[src/rtl/core/wsfh_pkg.sv]
// Package with the types and constants of the WebSocket frame header parser.
package wsfh_pkg;

    localparam int unsigned BYTE_W     = 8;
    localparam int unsigned STATUS_W   = 3;
    localparam int unsigned OPCODE_W   = 4;
    localparam int unsigned POS_W      = 4;
    localparam int unsigned FORM_W     = 7;
    localparam int unsigned ACC_W      = 64;
    localparam int unsigned LEN_W      = 63;
    localparam int unsigned MASK_W     = 32;

    localparam logic [BYTE_W-1:0] RSV_BITS_MASK = 8'h70;
    localparam logic [BYTE_W-1:0] CTRL_BIT_MASK = 8'h08;
    localparam logic [FORM_W-1:0] FORM_MAX_DIRECT = 7'd125;
    localparam logic [FORM_W-1:0] FORM_LEN16 = 7'd126;
    localparam logic [FORM_W-1:0] FORM_LEN64 = 7'd127;
    localparam logic [ACC_W-1:0] CTRL_MAX_LEN = 64'd125;
    localparam logic [ACC_W-1:0] LEN16_MIN = 64'd126;
    localparam logic [ACC_W-1:0] LEN16_MAX = 64'h0000_0000_0000_FFFF;

    localparam logic [POS_W-1:0] HDR_MIN_SIZE = 4'd2;
    localparam logic [POS_W-1:0] HDR_MAX_SIZE = 4'd14;
    localparam logic [POS_W-1:0] LEN16_BYTES = 4'd2;
    localparam logic [POS_W-1:0] LEN64_BYTES = 4'd8;
    localparam logic [POS_W-1:0] MASK_BYTES = 4'd4;

    localparam logic [OPCODE_W-1:0] OP_CONT   = 4'h0;
    localparam logic [OPCODE_W-1:0] OP_TEXT   = 4'h1;
    localparam logic [OPCODE_W-1:0] OP_BINARY = 4'h2;
    localparam logic [OPCODE_W-1:0] OP_CLOSE  = 4'h8;
    localparam logic [OPCODE_W-1:0] OP_PING   = 4'h9;
    localparam logic [OPCODE_W-1:0] OP_PONG   = 4'hA;

    typedef enum logic [STATUS_W-1:0] {
        ST_OK                 = 3'd0,
        ST_RESERVED           = 3'd1,
        ST_OPCODE             = 3'd2,
        ST_OVERLONG           = 3'd3,
        ST_NEGATIVE           = 3'd4,
        ST_FRAGMENTED_CONTROL = 3'd5,
        ST_CONTROL_TOO_BIG    = 3'd6
    } t_status;

    typedef struct packed {
        logic [POS_W-1:0]  byte_position;
        logic [BYTE_W-1:0] first_byte;
        logic [FORM_W-1:0] length_form;
        logic              masked_seen;
        logic [ACC_W-1:0]  length_accumulator;
        logic [MASK_W-1:0] mask_accumulator;
    } t_parse_state;

    typedef struct packed {
        t_status              status;
        logic                 fin_flag;
        logic [OPCODE_W-1:0]  frame_opcode;
        logic                 masked_flag;
        logic [LEN_W-1:0]     payload_len;
        logic [MASK_W-1:0]    mask_word;
        logic [POS_W-1:0]     hdr_len;
    } t_result;

endpackage

[src/rtl/core/wsfh_byte_if.sv]
// Channel interface that carries header bytes.
interface wsfh_byte_if
    import wsfh_pkg::*;
();
    logic              valid;
    logic              ready;
    logic [BYTE_W-1:0] header_byte;

    modport source (output valid, output header_byte, input ready);
    modport sink (input valid, input header_byte, output ready);
endinterface

[src/rtl/core/wsfh_result_if.sv]
// Channel interface that carries parsed header results.
interface wsfh_result_if
    import wsfh_pkg::*;
();
    logic                valid;
    logic                ready;
    logic [STATUS_W-1:0] status;
    logic                fin_flag;
    logic [OPCODE_W-1:0] frame_opcode;
    logic                masked_flag;
    logic [LEN_W-1:0]    payload_len;
    logic [MASK_W-1:0]   mask_word;
    logic [POS_W-1:0]    hdr_len;

    modport source (
        output valid, output status, output fin_flag, output frame_opcode,
        output masked_flag, output payload_len, output mask_word, output hdr_len,
        input ready
    );
    modport sink (
        input valid, input status, input fin_flag, input frame_opcode,
        input masked_flag, input payload_len, input mask_word, input hdr_len,
        output ready
    );
endinterface

[src/rtl/core/wsfh_step_logic.sv]
// Next-state and result logic for one header byte.
module wsfh_step_logic
    import wsfh_pkg::*;
(
    input  t_parse_state      i_state,
    input  logic [BYTE_W-1:0] i_byte,
    output t_parse_state      o_state,
    output logic              o_emit,
    output t_result           o_result
);

    always_comb begin
        t_parse_state     s;
        logic [POS_W-1:0] pos;
        logic [POS_W-1:0] len_bytes;
        logic [POS_W-1:0] len_end;
        logic [POS_W-1:0] total;
        logic             emit;
        t_status          status;

        s         = i_state;
        pos       = i_state.byte_position + 4'd1;
        emit      = 1'b0;
        status    = ST_OK;
        len_bytes = '0;
        len_end   = '0;
        total     = '0;

        if (pos <= 4'd1) begin
            s.byte_position = 4'd1;
            s.first_byte    = i_byte;
        end else begin
            s.byte_position = pos;
            if (pos == HDR_MIN_SIZE) begin
                if ((i_state.first_byte & RSV_BITS_MASK) != '0) begin
                    emit   = 1'b1;
                    status = ST_RESERVED;
                end else if (!(i_state.first_byte[OPCODE_W-1:0] inside
                        {OP_CONT, OP_TEXT, OP_BINARY, OP_CLOSE, OP_PING, OP_PONG})) begin
                    emit   = 1'b1;
                    status = ST_OPCODE;
                end else begin
                    s.masked_seen        = i_byte[BYTE_W-1];
                    s.length_form        = i_byte[FORM_W-1:0];
                    s.length_accumulator = (i_byte[FORM_W-1:0] <= FORM_MAX_DIRECT)
                        ? {{(ACC_W-FORM_W){1'b0}}, i_byte[FORM_W-1:0]} : '0;
                    s.mask_accumulator   = '0;
                end
            end else begin
                if (i_state.length_form == FORM_LEN16) begin
                    len_bytes = LEN16_BYTES;
                end else if (i_state.length_form == FORM_LEN64) begin
                    len_bytes = LEN64_BYTES;
                end
                len_end = HDR_MIN_SIZE + len_bytes;
                if (pos <= len_end) begin
                    s.length_accumulator = {i_state.length_accumulator[ACC_W-BYTE_W-1:0], i_byte};
                    if (pos == len_end) begin
                        if (i_state.length_form == FORM_LEN16) begin
                            if (s.length_accumulator < LEN16_MIN) begin
                                emit   = 1'b1;
                                status = ST_OVERLONG;
                            end
                        end else if (s.length_accumulator[ACC_W-1]) begin
                            emit   = 1'b1;
                            status = ST_NEGATIVE;
                        end else if (s.length_accumulator <= LEN16_MAX) begin
                            emit   = 1'b1;
                            status = ST_OVERLONG;
                        end
                    end
                end else begin
                    s.mask_accumulator = {i_state.mask_accumulator[MASK_W-BYTE_W-1:0], i_byte};
                end
            end

            if (!emit) begin
                len_bytes = '0;
                if (s.length_form == FORM_LEN16) begin
                    len_bytes = LEN16_BYTES;
                end else if (s.length_form == FORM_LEN64) begin
                    len_bytes = LEN64_BYTES;
                end
                total = HDR_MIN_SIZE + len_bytes + (s.masked_seen ? MASK_BYTES : 4'd0);
                if (pos >= total) begin
                    emit = 1'b1;
                    if ((s.first_byte & CTRL_BIT_MASK) != '0) begin
                        if (!s.first_byte[BYTE_W-1]) begin
                            status = ST_FRAGMENTED_CONTROL;
                        end else if (s.length_accumulator > CTRL_MAX_LEN) begin
                            status = ST_CONTROL_TOO_BIG;
                        end
                    end
                end
            end
        end

        o_emit                = emit;
        o_result.status       = status;
        o_result.fin_flag     = s.first_byte[BYTE_W-1];
        o_result.frame_opcode = s.first_byte[OPCODE_W-1:0];
        o_result.hdr_len      = pos;
        if (status == ST_OK) begin
            o_result.masked_flag = s.masked_seen;
            o_result.payload_len = s.length_accumulator[LEN_W-1:0];
            o_result.mask_word   = s.mask_accumulator;
        end else begin
            o_result.masked_flag = 1'b0;
            o_result.payload_len = '0;
            o_result.mask_word   = '0;
        end
        o_state = emit ? '0 : s;
    end

endmodule

[src/rtl/core/websocket_frame_header_parser_unit.sv]
// Top level of the WebSocket frame header parser: input register, parse state and result register.
// The last byte of a header is held in the input register; its result is then registered in the result register.
// Throughput: one header byte per cycle; a waiting result stalls the input only when the next
// byte also ends a header. The input register and one parse step over the stored state set this.
// Reset: synchronous, active low; clears both valid flags and all parse state to zero.
module websocket_frame_header_parser_unit
    import wsfh_pkg::*;
(
    input  logic          i_clk,
    input  logic          i_rst_n,
    wsfh_byte_if.sink     i_byte,
    wsfh_result_if.source o_result
);

    logic              r_in_valid;
    logic [BYTE_W-1:0] r_in_byte;
    t_parse_state      r_state;
    t_parse_state      n_state;
    logic              r_out_valid;
    t_result           r_out;
    t_result           n_out;
    logic              step_emit;
    logic              out_free;
    logic              proceed;

    wsfh_step_logic u_step (
        .i_state  (r_state),
        .i_byte   (r_in_byte),
        .o_state  (n_state),
        .o_emit   (step_emit),
        .o_result (n_out)
    );

    assign out_free     = !r_out_valid || o_result.ready;
    assign proceed      = r_in_valid && (!step_emit || out_free);
    assign i_byte.ready = !r_in_valid || proceed;

    always_ff @(posedge i_clk) begin
        if (!i_rst_n) begin
            r_in_valid  <= 1'b0;
            r_out_valid <= 1'b0;
            r_state     <= '0;
        end else begin
            if (i_byte.ready) begin
                r_in_valid <= i_byte.valid;
            end
            if (proceed) begin
                r_state <= n_state;
            end
            if (proceed && step_emit) begin
                r_out_valid <= 1'b1;
            end else if (o_result.ready) begin
                r_out_valid <= 1'b0;
            end
        end
    end

    always_ff @(posedge i_clk) begin
        if (i_byte.ready && i_byte.valid) begin
            r_in_byte <= i_byte.header_byte;
        end
        if (proceed && step_emit) begin
            r_out <= n_out;
        end
    end

    assign o_result.valid        = r_out_valid;
    assign o_result.status       = r_out.status;
    assign o_result.fin_flag     = r_out.fin_flag;
    assign o_result.frame_opcode = r_out.frame_opcode;
    assign o_result.masked_flag  = r_out.masked_flag;
    assign o_result.payload_len  = r_out.payload_len;
    assign o_result.mask_word    = r_out.mask_word;
    assign o_result.hdr_len      = r_out.hdr_len;

endmodule

[src/flat_wrapper.sv]
// flat-port wrapper written by rule: the top's interface ports become plain ports
module websocket_frame_header_parser_unit_flat import wsfh_pkg::*;
  (i_clk, i_rst_n, i_byte_valid, i_byte_header_byte, i_byte_ready, o_result_valid, o_result_status, o_result_fin_flag, o_result_frame_opcode, o_result_masked_flag, o_result_payload_len, o_result_mask_word, o_result_hdr_len, o_result_ready);
  wsfh_byte_if i_byte_i ();
  wsfh_result_if o_result_i ();
  input  logic i_clk;
  input  logic i_rst_n;
  input wire logic [$bits(i_byte_i.valid)-1:0] i_byte_valid;
  input wire logic [$bits(i_byte_i.header_byte)-1:0] i_byte_header_byte;
  output wire logic [$bits(i_byte_i.ready)-1:0] i_byte_ready;
  output wire logic [$bits(o_result_i.valid)-1:0] o_result_valid;
  output wire logic [$bits(o_result_i.status)-1:0] o_result_status;
  output wire logic [$bits(o_result_i.fin_flag)-1:0] o_result_fin_flag;
  output wire logic [$bits(o_result_i.frame_opcode)-1:0] o_result_frame_opcode;
  output wire logic [$bits(o_result_i.masked_flag)-1:0] o_result_masked_flag;
  output wire logic [$bits(o_result_i.payload_len)-1:0] o_result_payload_len;
  output wire logic [$bits(o_result_i.mask_word)-1:0] o_result_mask_word;
  output wire logic [$bits(o_result_i.hdr_len)-1:0] o_result_hdr_len;
  input wire logic [$bits(o_result_i.ready)-1:0] o_result_ready;
  assign i_byte_i.valid = i_byte_valid;
  assign i_byte_i.header_byte = i_byte_header_byte;
  assign i_byte_ready = i_byte_i.ready;
  assign o_result_valid = o_result_i.valid;
  assign o_result_status = o_result_i.status;
  assign o_result_fin_flag = o_result_i.fin_flag;
  assign o_result_frame_opcode = o_result_i.frame_opcode;
  assign o_result_masked_flag = o_result_i.masked_flag;
  assign o_result_payload_len = o_result_i.payload_len;
  assign o_result_mask_word = o_result_i.mask_word;
  assign o_result_hdr_len = o_result_i.hdr_len;
  assign o_result_i.ready = o_result_ready;
  websocket_frame_header_parser_unit u_core (.i_clk(i_clk), .i_rst_n(i_rst_n), .i_byte(i_byte_i), .o_result(o_result_i));
endmodule
[config.mk]
export PLATFORM = sky130hd
export DESIGN_NAME = websocket_frame_header_parser_unit_flat
export DESIGN_NICKNAME = d
export VERILOG_FILES = /design/src/rtl/core/wsfh_pkg.sv /design/src/rtl/core/wsfh_byte_if.sv /design/src/rtl/core/wsfh_result_if.sv /design/src/rtl/core/wsfh_step_logic.sv /design/src/rtl/core/websocket_frame_header_parser_unit.sv /design/src/flat_wrapper.sv
export SDC_FILE = /design/constraint.sdc
export NUM_CORES = 1
export LEC_CHECK = 0
export BUFFER_PORTS_ARGS = -buffer_cell sky130_fd_sc_hd__buf_2
export CORE_ASPECT_RATIO = 2
export CORE_MARGIN = 10
export CORE_UTILIZATION = 62
export CTS_BUF_LIST = sky130_fd_sc_hd__clkbuf_8
export DETAILED_ROUTE_END_ITERATION = 8
export PLACE_DENSITY_LB_ADDON = 0.2
export SYNTH_ARGS = -nofsm -noshare
export SYNTH_HDL_FRONTEND = slang
export SYNTH_HIERARCHICAL = 1
export SYNTH_SLANG_ARGS = --single-unit
[constraint.sdc]
create_clock -name i_clk -period 12.62 [get_ports i_clk]
set_clock_uncertainty 0.15 [all_clocks]
set_input_delay 0 -clock i_clk [delete_from_list [all_inputs] [get_ports i_clk]]
set_output_delay 0 -clock i_clk [all_outputs]
set_load 0.05 [all_outputs]
### Word level (Yosys, flattened, before mapping)

Cells that the tools add are included.

* add/sub/neg operators: 4
* order comparisons: 7
* equality and inequality tests: 12
* multiplexer cells: 52
* reductions and logical operators: 17

Operator list (count)
* $mux 104: 3
* $mux 96: 2
* $mux 116: 1
* $gt 64x7->1 const B: 1
* $le 64x16->1 const B: 1
* $lt 64x7->1 const B: 1
* $mux 64: 1
* $mux 3: 12
* $mux 4: 9
* $mux 32: 1
* $eq 7x7->1 const B: 4
* $mux 8: 3
* $mux 1: 15
* $eq 4x4->1 const B: 3
* $add 2x4->4 const A: 2
* $eq 4x2->1 const B: 2
* $mux 2: 4
* $reduce_bool 8->1: 1
* $le 7x7->1 const B: 1
* $mux 7: 1
* $reduce_bool 6->1: 1
* $add 4x1->4 const B: 1
* $add 4x3->4: 1
* $eq 4x1->1 const B: 1
* 12 further kinds: 20

* register bits after elaboration: 234

### Depth between registers and ports, before layout

Gate-level depths: netlist of the first run.

* word-level depth: 24
* gate-level depth with buffers: 20
* mapped depth without buffers: 17

### Cells and area by module

The synthesis of the first run kept the hierarchy.

By module, submodules not included
* websocket_frame_header_parser_unit: times used 1, cells each 630, area each 8165.3 µm²
* wsfh_step_logic: times used 1, cells each 583, area each 3704.8 µm²

### Worst setup path before layout of the first run

OpenSTA, ideal clock, no wires.

* path kind: reg-to-reg
* start: reg u_core/r_state[112] (netlist bit)
* end: reg u_core.r_out (netlist bit u_core/o_result.fin_flag), enable pin
* setup time: 0.479 ns
* data arrival time: 5.987 ns
* slack: 6.003 ns
* cell stages (with the launch flop): 18
* buffers on the path: 5
* cells stage by stage: dfxtp_1 -> ha_1 -> buf_2 -> nor4b_2 -> a41o_4 -> nand3_1 -> o22a_1 -> xnor2_1 -> ha_1 -> a21o_1 -> a21oi_1 -> a21oi_1 -> clkbuf_1 -> a21boi_2 -> buf_6 -> buf_6 -> buf_6 -> and2_1

* word-level cells in the longest chain between the ends: 19

RTL lines
* start, declared: RTL line websocket_frame_header_parser_unit.sv:17 `t_parse_state r_state;`
* start signal, assigned: RTL line websocket_frame_header_parser_unit.sv:48 `r_state <= n_state;`
* $add 4x1->4 (*): RTL line wsfh_step_logic.sv:22 `pos = i_state.byte_position + 4'd1;`
* $eq 4x2->1: RTL line wsfh_step_logic.sv:34 `if (pos == HDR_MIN_SIZE) begin`
* $mux 8: RTL line wsfh_step_logic.sv:34
* $mux 8: RTL line wsfh_step_logic.sv:29 `if (pos <= 4'd1) begin`
* $eq 7x7->1: RTL line wsfh_step_logic.sv:81 `end else if (s.length_form == FORM_LEN64) begin`
* $mux 4: RTL line wsfh_step_logic.sv:81
* $mux 4: RTL line wsfh_step_logic.sv:79 `if (s.length_form == FORM_LEN16) begin`
* $mux 4: RTL line wsfh_step_logic.sv:77 `if (!emit) begin`
* [4 not listed]
* $mux 1: RTL line wsfh_step_logic.sv:85 `if (pos >= total) begin`
* $mux 1: RTL line wsfh_step_logic.sv:77
* $mux 1 (*): RTL line wsfh_step_logic.sv:29
* net u_core.step_emit: RTL line websocket_frame_header_parser_unit.sv:22 `logic step_emit;`
* $logic_not 1->1: RTL line websocket_frame_header_parser_unit.sv:35 `assign proceed = r_in_valid && (!step_emit || out_free);`
* $logic_or 1x1->1: RTL line websocket_frame_header_parser_unit.sv:35
* $logic_and 1x1->1: RTL line websocket_frame_header_parser_unit.sv:35
* $logic_and 1x1->1 (*): RTL line websocket_frame_header_parser_unit.sv:62 `if (proceed && step_emit) begin`
* end signal, assigned: RTL line websocket_frame_header_parser_unit.sv:63 `r_out <= n_out;`
* end, declared: RTL line websocket_frame_header_parser_unit.sv:20 `t_result r_out;`

Mark *: on every way through the listed nets, which the timed path passes. The rest lies on a longest branch. The select of a mux whose other input is x is not followed.
A chain may end at the register's enable or synchronous reset.

==> summary by stage, run 1 <==
Synthesis
The total of flip-flops plus latches after synthesis is 234. The post-synthesis area per instance is 9.79 sq um. During synthesis, Yosys emitted a total of 6 warnings. The top cell type by total area after synthesis is edfxtp_1.

The synthesized netlist contains slightly above 60 unique library cells. The synthesized netlist cell count is 1213. The synthesized netlist net count is between 1000 and 1500. The share of the yosys chip area belonging to registers is 49.2%.

Counting flops with an async set or reset pin after synthesis yields a share of 0%. By area the synthesized netlist is led by edfxtp_1, dfxtp_1, mux2i_1. The count of flip-flops with a built-in enable after synthesis is 116. Among all flip-flop cells after synthesis, the most frequent one is dfxtp_1. The netlist area before placement is roughly 12000 sq um.

The top cell type by area accounts for roughly 30% of the synthesized area.

Min path
The worst hold path terminates at u_core/r_in_byte[6]$_DFFE_PP_. In this run the worst hold path is classified as input port to register. The launch instance of the worst min-delay path is i_byte_header_byte[6]. The worst hold path was traced through 2 stages.

Timing
For the finished layout, the period the worst path requires is around 5.5 ns. The final sum of negative setup slack is 0 ns. Setup repair after global routing left no endpoint under its margin. The worst slew margin relative to its limit is between 20% and 30%.

Derived from the worst setup path, the maximum achievable clock frequency is about 180 MHz. Setup violations remaining at the end of the flow were counted as 0. The total count of hold-check failures in the final report is 0. At the pin with the least slew margin, the transition time is 1.11 ns. After layout, the worst path uses 43.8% of the clock period. The number of max-slew violations in the final report came to 0.

Power and ir drop
The share of total power dissipated in combinational logic is approximately 11%. The leakage power summed over all cells is ~4.4 nW. In this run switching power makes up roughly 28% of total power. The maximum vdd ir drop is about 0.12 mV.

Summed over all nets, the switching power comes to between 0.4 and 0.5 mW. The power per cell area is roughly 120 nW/um^2. The sequential fraction of design power is a little over half.

The fraction of power consumed by the clock network is between 30 and 40%. The internal power of the cells totals 1.11 mW.

Setup path
At the worst endpoint, the arrival time is 5.61 ns. The worst setup path is captured at a register. The worst register-to-register path begins at u_core/r_state[112]$_SDFFE_PN0P_. The required time of the critical path is 12.71 ns. The worst flop-to-flop path endpoint is u_core/o_result.payload_len[57]$_DFFE_PP_.

The kind of cell with the highest combined delay along the critical path is compound AO/OA/AOI/OAI gates. The origin of the worst setup path is u_core/r_state[112]$_SDFFE_PN0P_. The critical path contains buffers and inverters numbering 2 combined. The stage delay of the slowest cell on the critical path is approximately 0.9 ns. For flop-to-flop paths, the worst setup slack is 7.09 ns. Counting cells, the worst reg-to-reg path comes to 12.

The worst setup path is launched from a register. The kind of critical path is register to register. In this run the worst path has a maximum fanout of 54. The cell with the biggest individual delay on the critical path is a311o_2.

Walking the worst path, the cells encountered are ha_1 > xor2_1 > ha_1 > and3b_1 > o21a_1 > buf_4 > a2bb2oi_1 > a221oi_1 > nor3_1 > a311o_2 > buf_4 > a21oi_2.

Detailed routing
Dividing the detail-routed wire length by the instance count gives around 21 um. The aggregate routed wire length is roughly 33000 um. The remaining number of nets flagged by the antenna check after routing is 0.

The length of the first detailed-routing pass in iterations is 5. The via-per-instance ratio is 6.19. In this run, the number of DRC markers left after iteration 0 of detailed routing was 798. Detailed routing inserted a total of 9777 vias. The post-route DRC violation count is 0.

Clocking
Buffers added to address setup during post-CTS repair amount to 0. The clock-pin slew on the worst setup and hold paths is approximately 0.07 ns. The root buffer cell chosen for the clock tree is clkbuf_8.

Clock tree synthesis inserted a total of 34 buffers. TritonCTS built the clock tree. The clock network latency to the later pin of the worst-skew pair is around 0.52 ns. In this run the deepest clock path goes through 3 buffers. The H-tree depth is 2. The clock drives 234 sinks.

Place
The congestion estimate from routability-driven global placement came to between 0.9 and 1. Detailed placement finished with a half-perimeter wire length of about 22000 um. The port buffer count is ~120. The standard cell area after detailed placement is 12500 sq um.

Final layout
Summing all flip-flop and latch instances after layout gives between 5000 and 6000 sq um. The top cell types in the final layout, fill and taps aside, are nand2_1, buf_2, dfxtp_1. The multi-input combinational cell area is 5530 sq um.

The repair_antennas step left the layout with diodes totalling 0. Cells fill a little over two thirds of the core in the end. Of the cells placed in the final design, the portion with a size suffix greater than 1 is about a fifth.

The final cell area excluding filler cells is between 10000 and 15000 sq um. From synthesis to final layout, the design area changed by 11.2%. The layout net count is roughly 1300. The most common cell after layout, fill and taps aside is nand2_1. Counting the fill cells in the layout gives around 1500.

Floorplanning
The I/O pin count is 122. The die height is 216 um. From left edge to right edge, the die measures between 100 and 150 um. The core area is ~19000 sq um. The die covers 25400 sq um. For this configuration, the core starts out at a cell density of roughly 63%. The number of rows created at floorplan is just over 70.

GRT
The first global-routing pass estimated 52400 um of wire. The global-route met2 utilization is roughly 46%. Global routing consumed, over all layers together, 25.3% of the routing resources. The global routing usage on met3 is between 4 and 5%. After global routing, the most crowded layer is met2.

For this run, global-route usage on met1 was measured as approximately a quarter. The number of global-route vias before repair came to around 9500. Summed over all layers, the global routing overflow is 0. Entering global routing, the biggest net connects about 120 pins. The number of antenna violations at the first check in global routing is 0.

Job
The tool flagged a number of max-cap violations equal to 0.

Status
The run finished with clean final reports.
[logic make-up after synthesis]
kind of cell | after synthesis | share of synthesized area (%)
AND/OR/NAND/NOR | 451 | 15.8
AO/OA/AOI/OAI | 292 | 19.1
flip-flops | 234 | 49.2
multiplexers | 117 | 9.87
buffers and inverters | 107 | 4.75
adder cells (fa/ha/maj) | 9 | 0.949
XOR/XNOR | 3 | 0.221
[sequential cells by signal (all words and copies together), names as in the netlist]
register,flops
u_core/o_result.hdr_len,4
u_core/o_result.frame_opcode,4
u_core/r_in_valid,1
u_core/r_state,116
u_core/o_result.masked_flag,1
u_core/o_result.valid,1
u_core/o_result.mask_word,32
u_core/o_result.payload_len,63
u_core/o_result.status,3
u_core/o_result.fin_flag,1
u_core/r_in_byte,8
[repair_timing]
item / 4_1_cts / 5_1_grt
hold buffers: 14 / 0
resized for setup: 0 / 0
endpoints found under the hold margin: 78 / 0
[through the flow]
stage	hold WS (ns)	power, mW	std cells	setup slack, ns
global route	0.0386	1.59	1579	6.76
global placement	0.0261	0.997	1504	7.30
CTS	0.0131	1.55	1579	7.13
detailed placement	0.0281	0.998	1504	7.12
finish	0.0281	1.54	1579	7.09
floorplan	-0.0511	0.957	1213	6.00
[worst max-delay path by stage]
stage	slack (ns)	depth (start not counted)	endpoint
after floorplan	6.00	17	u_core/o_result.fin_flag$_DFFE_PP_
after global placement	7.30	13	u_core/o_result.payload_len[41]$_DFFE_PP_
after detailed placement	7.12	12	u_core/o_result.payload_len[42]$_DFFE_PP_
after CTS	7.13	12	u_core/o_result.payload_len[39]$_DFFE_PP_
after global routing	6.76	12	u_core/o_result.payload_len[52]$_DFFE_PP_
final	7.09	12	u_core/o_result.payload_len[57]$_DFFE_PP_
[cell type report]
class,instances,share of cell area (%)
Sequential cell,234,44.3
Multi-Input combinational cell,872,41.9
Timing Repair Buffer,151,6.70
Clock buffer,36,3.75
Tap cell,255,2.42
Clock inverter,25,0.787
Inverter,6,0.171
[cell usage after synthesis (10+ instances only)]
cell type,instances
buf_6,13
nor4_1,14
nor2_1,114
a21oi_1,35
a21oi_2,70
buf_2,22
edfxtp_1,116
nand2_1,268
nor3_1,11
dfxtp_1,118
buf_4,10
a22o_1,35
a22oi_1,91
mux2i_1,117
clkbuf_1,53
o21ai_0,11
[power by group through the flow]
stage	logic, mW	clock network [mW]	registers (mW)
floorplan	0.110	0	0.847
global placement	0.165	0	0.832
detailed placement	0.166	0	0.832
CTS	0.170	0.562	0.815
global route	0.183	0.595	0.816
finish	0.172	0.554	0.815
[routing by layer]
| metal | vias to the layer above | part of all wire, % |
|---|---|---|
| met5 | - | 0 |
| met4 | 0 | 7.0 |
| met3 | 126 | 5.2 |
| met2 | 377 | 53 |
| met1 | 4712 | 34 |
| li1 | 4562 | - |
(Power assumes the default switching activity.)
==> run 2, diff against run 1 <==
Settings changed: CORE_UTILIZATION 62 to 55.
Clock period 12.62 ns to 4.7 ns, I/O delays scaled along.
==> summary by stage, run 2 (synthesis gave the netlist of run 1 again) <==
Clocking
The number of buffers inserted to repair setup after CTS is 0 (unchanged). The TritonCTS sink count came to 234 (unchanged). The H-tree depth is 2 (unchanged). The tree is rooted in a clkbuf_8. The clock-pin slew on the worst setup and hold paths is 0.07 ns (about the same). The post-cts resize count came to 0 (unchanged). The number of buffers between clock root and the deepest sink came to 3 (unchanged). The number of buffers created by CTS was 34 (unchanged). TritonCTS built the clock tree.

The clock network latency to the later pin of the worst-skew pair came to 0.53 ns (about the same).

Timing
The total count of hold-check failures in the final report was 0 (unchanged). The post-layout minimum cycle time was 4.28 ns (-1.25 ns). The final sum of negative setup slack came to 0 ns (unchanged). The fmax was 234 MHz (+29%). The transition time at the pin with the least slew margin is 0.949 ns (-0.163 ns).

The share of the clock period used by the worst path is 91.0% (+47 points). The number of max-slew violations in the final report is 0 (unchanged). The minimum setup slack in the final design is 0.424 ns (-6.67 ns).

The worst slew margin relative to its limit came to 36.7% (+11 points). The final hold slack is 0.0385 ns (+0.0104 ns). The number of failing setup endpoints in the final timing report is 0 (unchanged). Setup repair after global routing left no endpoint under its margin.

Setup path
The maximum fanout along the worst path is 31 (-43%). In this run the worst setup path terminates at u_core/o_result.payload_len[11]$_DFFE_PP_. The origin of the worst setup path is u_core/r_state[112]$_SDFFE_PN0P_. The worst setup path is launched from a register.

In this run the critical register-to-register path is captured at u_core/o_result.payload_len[11]$_DFFE_PP_. The arrival time reported for the critical path endpoint is 4.34 ns (-1.27 ns). The worst setup path is captured at a register. The setup slack of the most critical reg-to-reg path is 0.42 ns (-6.67 ns). The worst flop-to-flop path startpoint is u_core/r_state[112]$_SDFFE_PN0P_.

The number of cells on the worst reg-to-reg path is 13 (+1). The setup path with the least slack is of type register to register. The required time of the critical path is 4.76 ns (-7.95 ns).

Place
The port buffer count is 121 (unchanged). The routability congestion estimate came to 0.940 (+2.3%). The pre-CTS worst setup slack is 0.490 ns (-6.63 ns). The standard cell area after detailed placement came to 12800 sq um (+3.0%).

The total half-perimeter wirelength after legalization and detailed placement is 23300 um (+7.7%).

Power and ir drop
The maximum vdd ir drop is 0.294 mV (+150%). The power per cell area is 319 nW/um^2 (+170%). The leakage power summed over all cells is 4.63 nW (+4.3%). The total power is 4.35 mW (+180%).

Final layout
The register with the most flip-flops in the final layout is u_core/r_state. The share of cells above drive strength 1 came to 22.6% (+2.2 points). The top cell types in the final layout, fill and taps aside, are nand2_1, buf_2, mux2i_1, dfxtp_1, edfxtp_1. The library cell used most frequently in the layout, excluding fill and tap cells, is nand2_1.

The layout filler cell count is 1805 (+18%). The number of antenna repair diodes is 0 (unchanged). Relative to the synthesized area, the layout overhead comes to 14.8%.

The layout net count is 1348 (+2.1%). The flip-flop count of the largest register, all copies and words added was 116 (unchanged). The final cell area excluding filler cells is 13600 sq um (+3.2%).

Detailed routing
The count of vias placed by the detailed router was 9808 (+0.32%). The iteration-0 DRC count of the detailed router is 837 (+4.9%). The length of the first detailed-routing pass in iterations came to 5 (unchanged). The post-route DRC violation count was 0 (unchanged).

The remaining number of nets flagged by the antenna check after routing came to 0 (unchanged). The wire length per cell after detailed routing is 21.1 um (+0.26%). The via-per-instance ratio is 6.04 (-2.5%). The aggregate routed wire length is 34300 um (+3.1%).

Floorplanning
The die height came to 228 um (+5.6%). The horizontal extent of the die is 124 um (+5.1%). The core area is 21400 sq um (+14%). The number of rows created at floorplan is 76 (+7.0%). The full die area is 28200 sq um (+11%). The starting utilization of the core area is 55.5% (-7.5 points). The I/O pin count is 122 (unchanged).

GRT
The number of antenna violations at the first check in global routing was 0 (unchanged). The number of global-route vias before repair is 9723 (+2.4%). The total global-route track usage is 23.9% (-1.3 points).

The leftover overflow at the end of global routing is 0 (unchanged). The first-pass GRT wire length is 53000 um (+1.3%). The largest net degree at the start of global routing is 137 (+10%).

Min path
The min-delay analysis places its worst path in the category input port to register.

Status
The run finished with clean final reports.

Job
The reported max-cap violation count is 0 (unchanged).
[run 2: final cells by class]
type	instances	area, sq um	share of cell area [%]
well taps	273	342	2.51
multi-input cells	872	5530	40.6
repair buffers	179	1210	8.92
flip-flops and latches	234	5850	42.9
clock buffers	36	495	3.64
clock inverters	24	176	1.29
inverters	6	22.5	0.165
[run 2: critical path, cell delays in order, from the launching register on]
cell,delay (ns)
dfxtp_2,0.37
ha_1,0.35
nor4b_2,0.45
a41o_4,0.28
nand3_2,0.20
o22a_1,0.27
xnor2_1,0.18
ha_1,0.26
a21o_1,0.17
a21oi_2,0.27
a21oi_4,0.12
a21boi_4,0.26
and2_4,0.34
buf_12,0.24
[run 2: worst min path at each step]
stage	startpoint	to	slack, ns	depth (start not counted)
floorplan	i_byte_header_byte[0]	u_core/r_in_byte[0]$_DFFE_PP_	-0.05	0
global placement	i_byte_header_byte[7]	u_core/r_in_byte[7]$_DFFE_PP_	0.03	1
detailed placement	i_byte_header_byte[6]	u_core/r_in_byte[6]$_DFFE_PP_	0.03	1
CTS	i_byte_header_byte[3]	u_core/r_in_byte[3]$_DFFE_PP_	0.003	2
global route	i_byte_header_byte[0]	u_core/r_in_byte[0]$_DFFE_PP_	0.04	2
finish	i_byte_header_byte[3]	u_core/r_in_byte[3]$_DFFE_PP_	0.04	2
[run 2: per-layer routing]
metal,global-route usage [%],wire length (um),vias to the layer above
met2,44.4,19200,345
li1,-,-,4602
met5,0,0,-
met3,3.07,1670,116
met1,24.1,11400,4745
met4,14.1,2030,0
[run 2: metrics by stage]
| step | util, % | std cells |
|---|---|---|
| floorplan | - | 1213 |
| global placement | 60.0 | 1552 |
| detailed placement | 60.0 | 1552 |
| CTS | 63.7 | 1624 |
| global route | 63.7 | 1624 |
| finish | 63.7 | 1624 |
[run 2: timing repair]
item / CTS / global route
endpoints found under the hold margin: 85 / 0
setup endpoints to repair: 0 / 0
hold buffers: 12 / 0
[run 2: power by group]
part           total, mW  internal (mW)  switching [mW]
clock network       1.66          0.875           0.787
registers           2.19           2.16          0.0292
logic              0.496          0.144           0.352
total               4.35           3.18            1.17
==> run 3, diff against run 2 <==
Settings changed: MAX_ROUTING_LAYER from default to met4.
==> summary by stage, run 3 (synthesis gave the netlist of run 1 again) <==
Status
The run finished with clean final reports.

Setup path
The worst flop-to-flop path startpoint is u_core/r_state[113]$_SDFFE_PN0P_. The number of cells on the worst reg-to-reg path is 17 (+4). The required time of the critical path is 4.97 ns (+0.21 ns). The category of the worst setup path capture point is a register. The worst setup path is of the register to register kind. The startpoint kind of the worst setup timing path is a register.

The setup slack of the most critical reg-to-reg path is 0.22 ns (-0.20 ns). The worst register-to-register path ends at u_core/r_in_valid$_SDFFE_PN0P_. The maximum fanout along the worst path is 8 (-74%). The arrival time reported for the critical path endpoint came to 4.75 ns (+0.41 ns).

Power and ir drop
The sequential fraction of design power is 51.8% (+1.4 points). The switching share of total power came to 27.9% (+0.99 points). The power per cell area is 312 nW/um^2 (-2.3%).

The power dissipated by switching net loads is 1.18 mW (+0.84%). The maximum vdd ir drop is 0.223 mV (-24%). The internal power was 3.05 mW (-4.1%). The fraction of power consumed by the clock network came to 36.4% (-1.8 points). The leakage power summed over all cells came to 4.59 nW (-0.87%). The combinational power share came to 11.8% (+0.4 points).

Min path
The hold path depth is 2 (unchanged). In this run the most critical hold path is launched from i_byte_header_byte[0]. The path with the worst hold slack has its endpoint at u_core/r_in_byte[0]$_DFFE_PP_.

The class of the worst hold path is input port to register.

Place
The total half-perimeter wirelength after legalization and detailed placement is 23300 um (-0.10%). The routability congestion estimate is 0.926 (-1.5%). The port buffer count is 121 (unchanged).

Final layout
The most common cell after layout, fill and taps aside is nand2_1. The library cells used most frequently in the layout, excluding fill and tap cells, are nand2_1, buf_2, mux2i_1. The register with the most flip-flops in the final layout is u_core/r_state. The fraction of the core area covered by cells at the end of the flow came to 63.4% (-0.27 points). The share of cells above drive strength 1 came to 22.5% (-0.11 points). The area added between synthesis and finish is 14.3%. The layout net count is 1345 (-0.22%). The layout filler cell count is 1832 (+1.5%). The flip-flop count of the largest register, all copies and words added is 116 (unchanged). The number of antenna repair diodes was 0 (unchanged).

Timing
The total count of hold-check failures in the final report is 0 (unchanged). The transition time at the pin with the least slew margin is 1.08 ns (+0.132 ns). The worst slew margin relative to its limit is 27.9% (-8.8 points). The share of the clock period used by the worst path came to 95.3% (+4.3 points). The final hold slack is 0.0241 ns (-0.0144 ns).

The number of failing setup endpoints in the final timing report is 0 (unchanged). The fmax is 223 MHz (-4.5%). The post-layout minimum cycle time was 4.48 ns (+0.204 ns).

The number of max-slew violations in the final report is 0 (unchanged).

Detailed routing
The aggregate routed wire length was 34200 um (-0.22%). The via-per-instance ratio is 5.95 (-1.4%). The remaining number of nets flagged by the antenna check after routing is 0 (unchanged). The post-route DRC violation count came to 0 (unchanged). The length of the first detailed-routing pass in iterations was 5 (unchanged). The wire length per cell after detailed routing came to 21.1 um (-0.10%).

The count of vias placed by the detailed router is 9659 (-1.5%). The iteration-0 DRC count of the detailed router is 757 (-9.6%).

GRT
The largest net degree at the start of global routing came to 149 (+8.8%). The leftover overflow at the end of global routing was 0 (unchanged). The global-route met2 utilization is 43.2% (-1.2 points). The global routing usage on met3 is 2.85% (-0.22 points). The routing layer with the top usage in global route is met2. The total global-route track usage is 24.5% (+0.53 points).

The global-route met1 utilization was 25.0% (+0.85 points). The number of global-route vias before repair is 9608 (-1.2%). The first-pass GRT wire length is 53000 um (-0.14%). The number of antenna violations at the first check in global routing is 0 (unchanged).

Clocking
The clock network latency to the later pin of the worst-skew pair is 0.53 ns (about the same). The H-tree depth is 2 (unchanged). The clock-pin slew on the worst setup and hold paths is 0.07 ns (about the same). TritonCTS built the clock tree. The TritonCTS sink count was 234 (unchanged).

The cell chosen for the clock root is clkbuf_8. The number of buffers created by CTS is 35 (+2.9%). The number of buffers between clock root and the deepest sink is 3 (unchanged).

Floorplanning
The number of rows created at floorplan is 76 (unchanged). The horizontal extent of the die is 124 um (unchanged). The core area is 21400 sq um (unchanged). The I/O pin count came to 122 (unchanged). The full die area came to 28200 sq um (unchanged).

The starting utilization of the core area was 55.5% (unchanged). The die height came to 228 um (unchanged).

Job
The reported max-cap violation count is 0 (unchanged).
-- run 3: through the flow --
step	power (mW)	std cells	setup slack (ns)	setup TNS (ns)	area [sq um]
global route	4.36	1622	-0.00540	-0.00540	13600
global placement	2.71	1541	0.643	0	12700
CTS	4.25	1618	0.0129	0	13500
detailed placement	2.71	1541	0.502	0	12700
finish	4.23	1622	0.220	0	13600
floorplan	2.57	1213	0.0251	0	11900
-- run 3: how the worst max path moves through the flow --
| stage | start | slack, ns | endpoint |
|---|---|---|---|
| 4_1_cts | u_core/r_state[112]$_SDFFE_PN0P_ | 0.01 | u_core/r_in_valid$_SDFFE_PN0P_ |
| 5_1_grt | u_core/r_state[113]$_SDFFE_PN0P_ | -0.005 | u_core/r_in_valid$_SDFFE_PN0P_ |
| 3_5_place_dp | u_core/r_state[112]$_SDFFE_PN0P_ | 0.50 | u_core/r_state[4]$_SDFFE_PN0P_ |
| 2_1_floorplan | u_core/r_state[113]$_SDFFE_PN0P_ | 0.03 | u_core/o_result.fin_flag$_DFFE_PP_ |
| 3_3_place_gp | u_core/r_state[112]$_SDFFE_PN0P_ | 0.64 | u_core/r_state[112]$_SDFFE_PN0P_ |
| 6_report | u_core/r_state[113]$_SDFFE_PN0P_ | 0.22 | u_core/r_in_valid$_SDFFE_PN0P_ |
-- run 3: power groups by stage --
stage | clock network (mW) | registers, mW | logic, mW
global placement | 0 | 2.23 | 0.474
floorplan | 0 | 2.27 | 0.297
global route | 1.64 | 2.19 | 0.528
detailed placement | 0 | 2.23 | 0.475
CTS | 1.57 | 2.19 | 0.487
finish | 1.54 | 2.19 | 0.500
-- run 3: cell type report --
class	count	area [sq um]	area share, %
flip-flops and latches	234	5850	43.1
multi-input cells	872	5560	41.0
repair buffers	175	1170	8.60
clock buffers	38	523	3.86
well taps	273	342	2.52
clock inverters	24	104	0.765
inverters	6	22.5	0.166
-- run 3: per-layer routing --
| layer | share of wire, % | up-vias |
|---|---|---|
| met4 | 6.0 | 0 |
| met5 | 0 | - |
| met2 | 55 | 290 |
| li1 | - | 4603 |
| met3 | 3.9 | 104 |
| met1 | 36 | 4662 |
-- run 3: what timing repair did --
action / CTS / global route
setup endpoints to repair: 0 / 1
hold endpoints to repair: 83 / 0
buffers inserted: 0 / 4
resized for setup: 0 / 6
hold buffers: 15 / 0
-- run 3: worst max-delay path: stages, from the launching register on --
cell and delay [ns]:
dfxtp_2 0.37, inv_1 0.08, ha_1 0.24, and2_1 0.22, a41o_4 0.34, nand2_2 0.15
nand2_1 0.09, o22a_1 0.22, xnor2_1 0.17, ha_1 0.25, a21o_1 0.20, a21oi_4 0.22
a21oi_4 0.12, and2_1 0.24, a21oi_1 0.16, dlygate4sd3_1 0.57, nor2b_1 0.04, dlygate4sd3_1 0.55
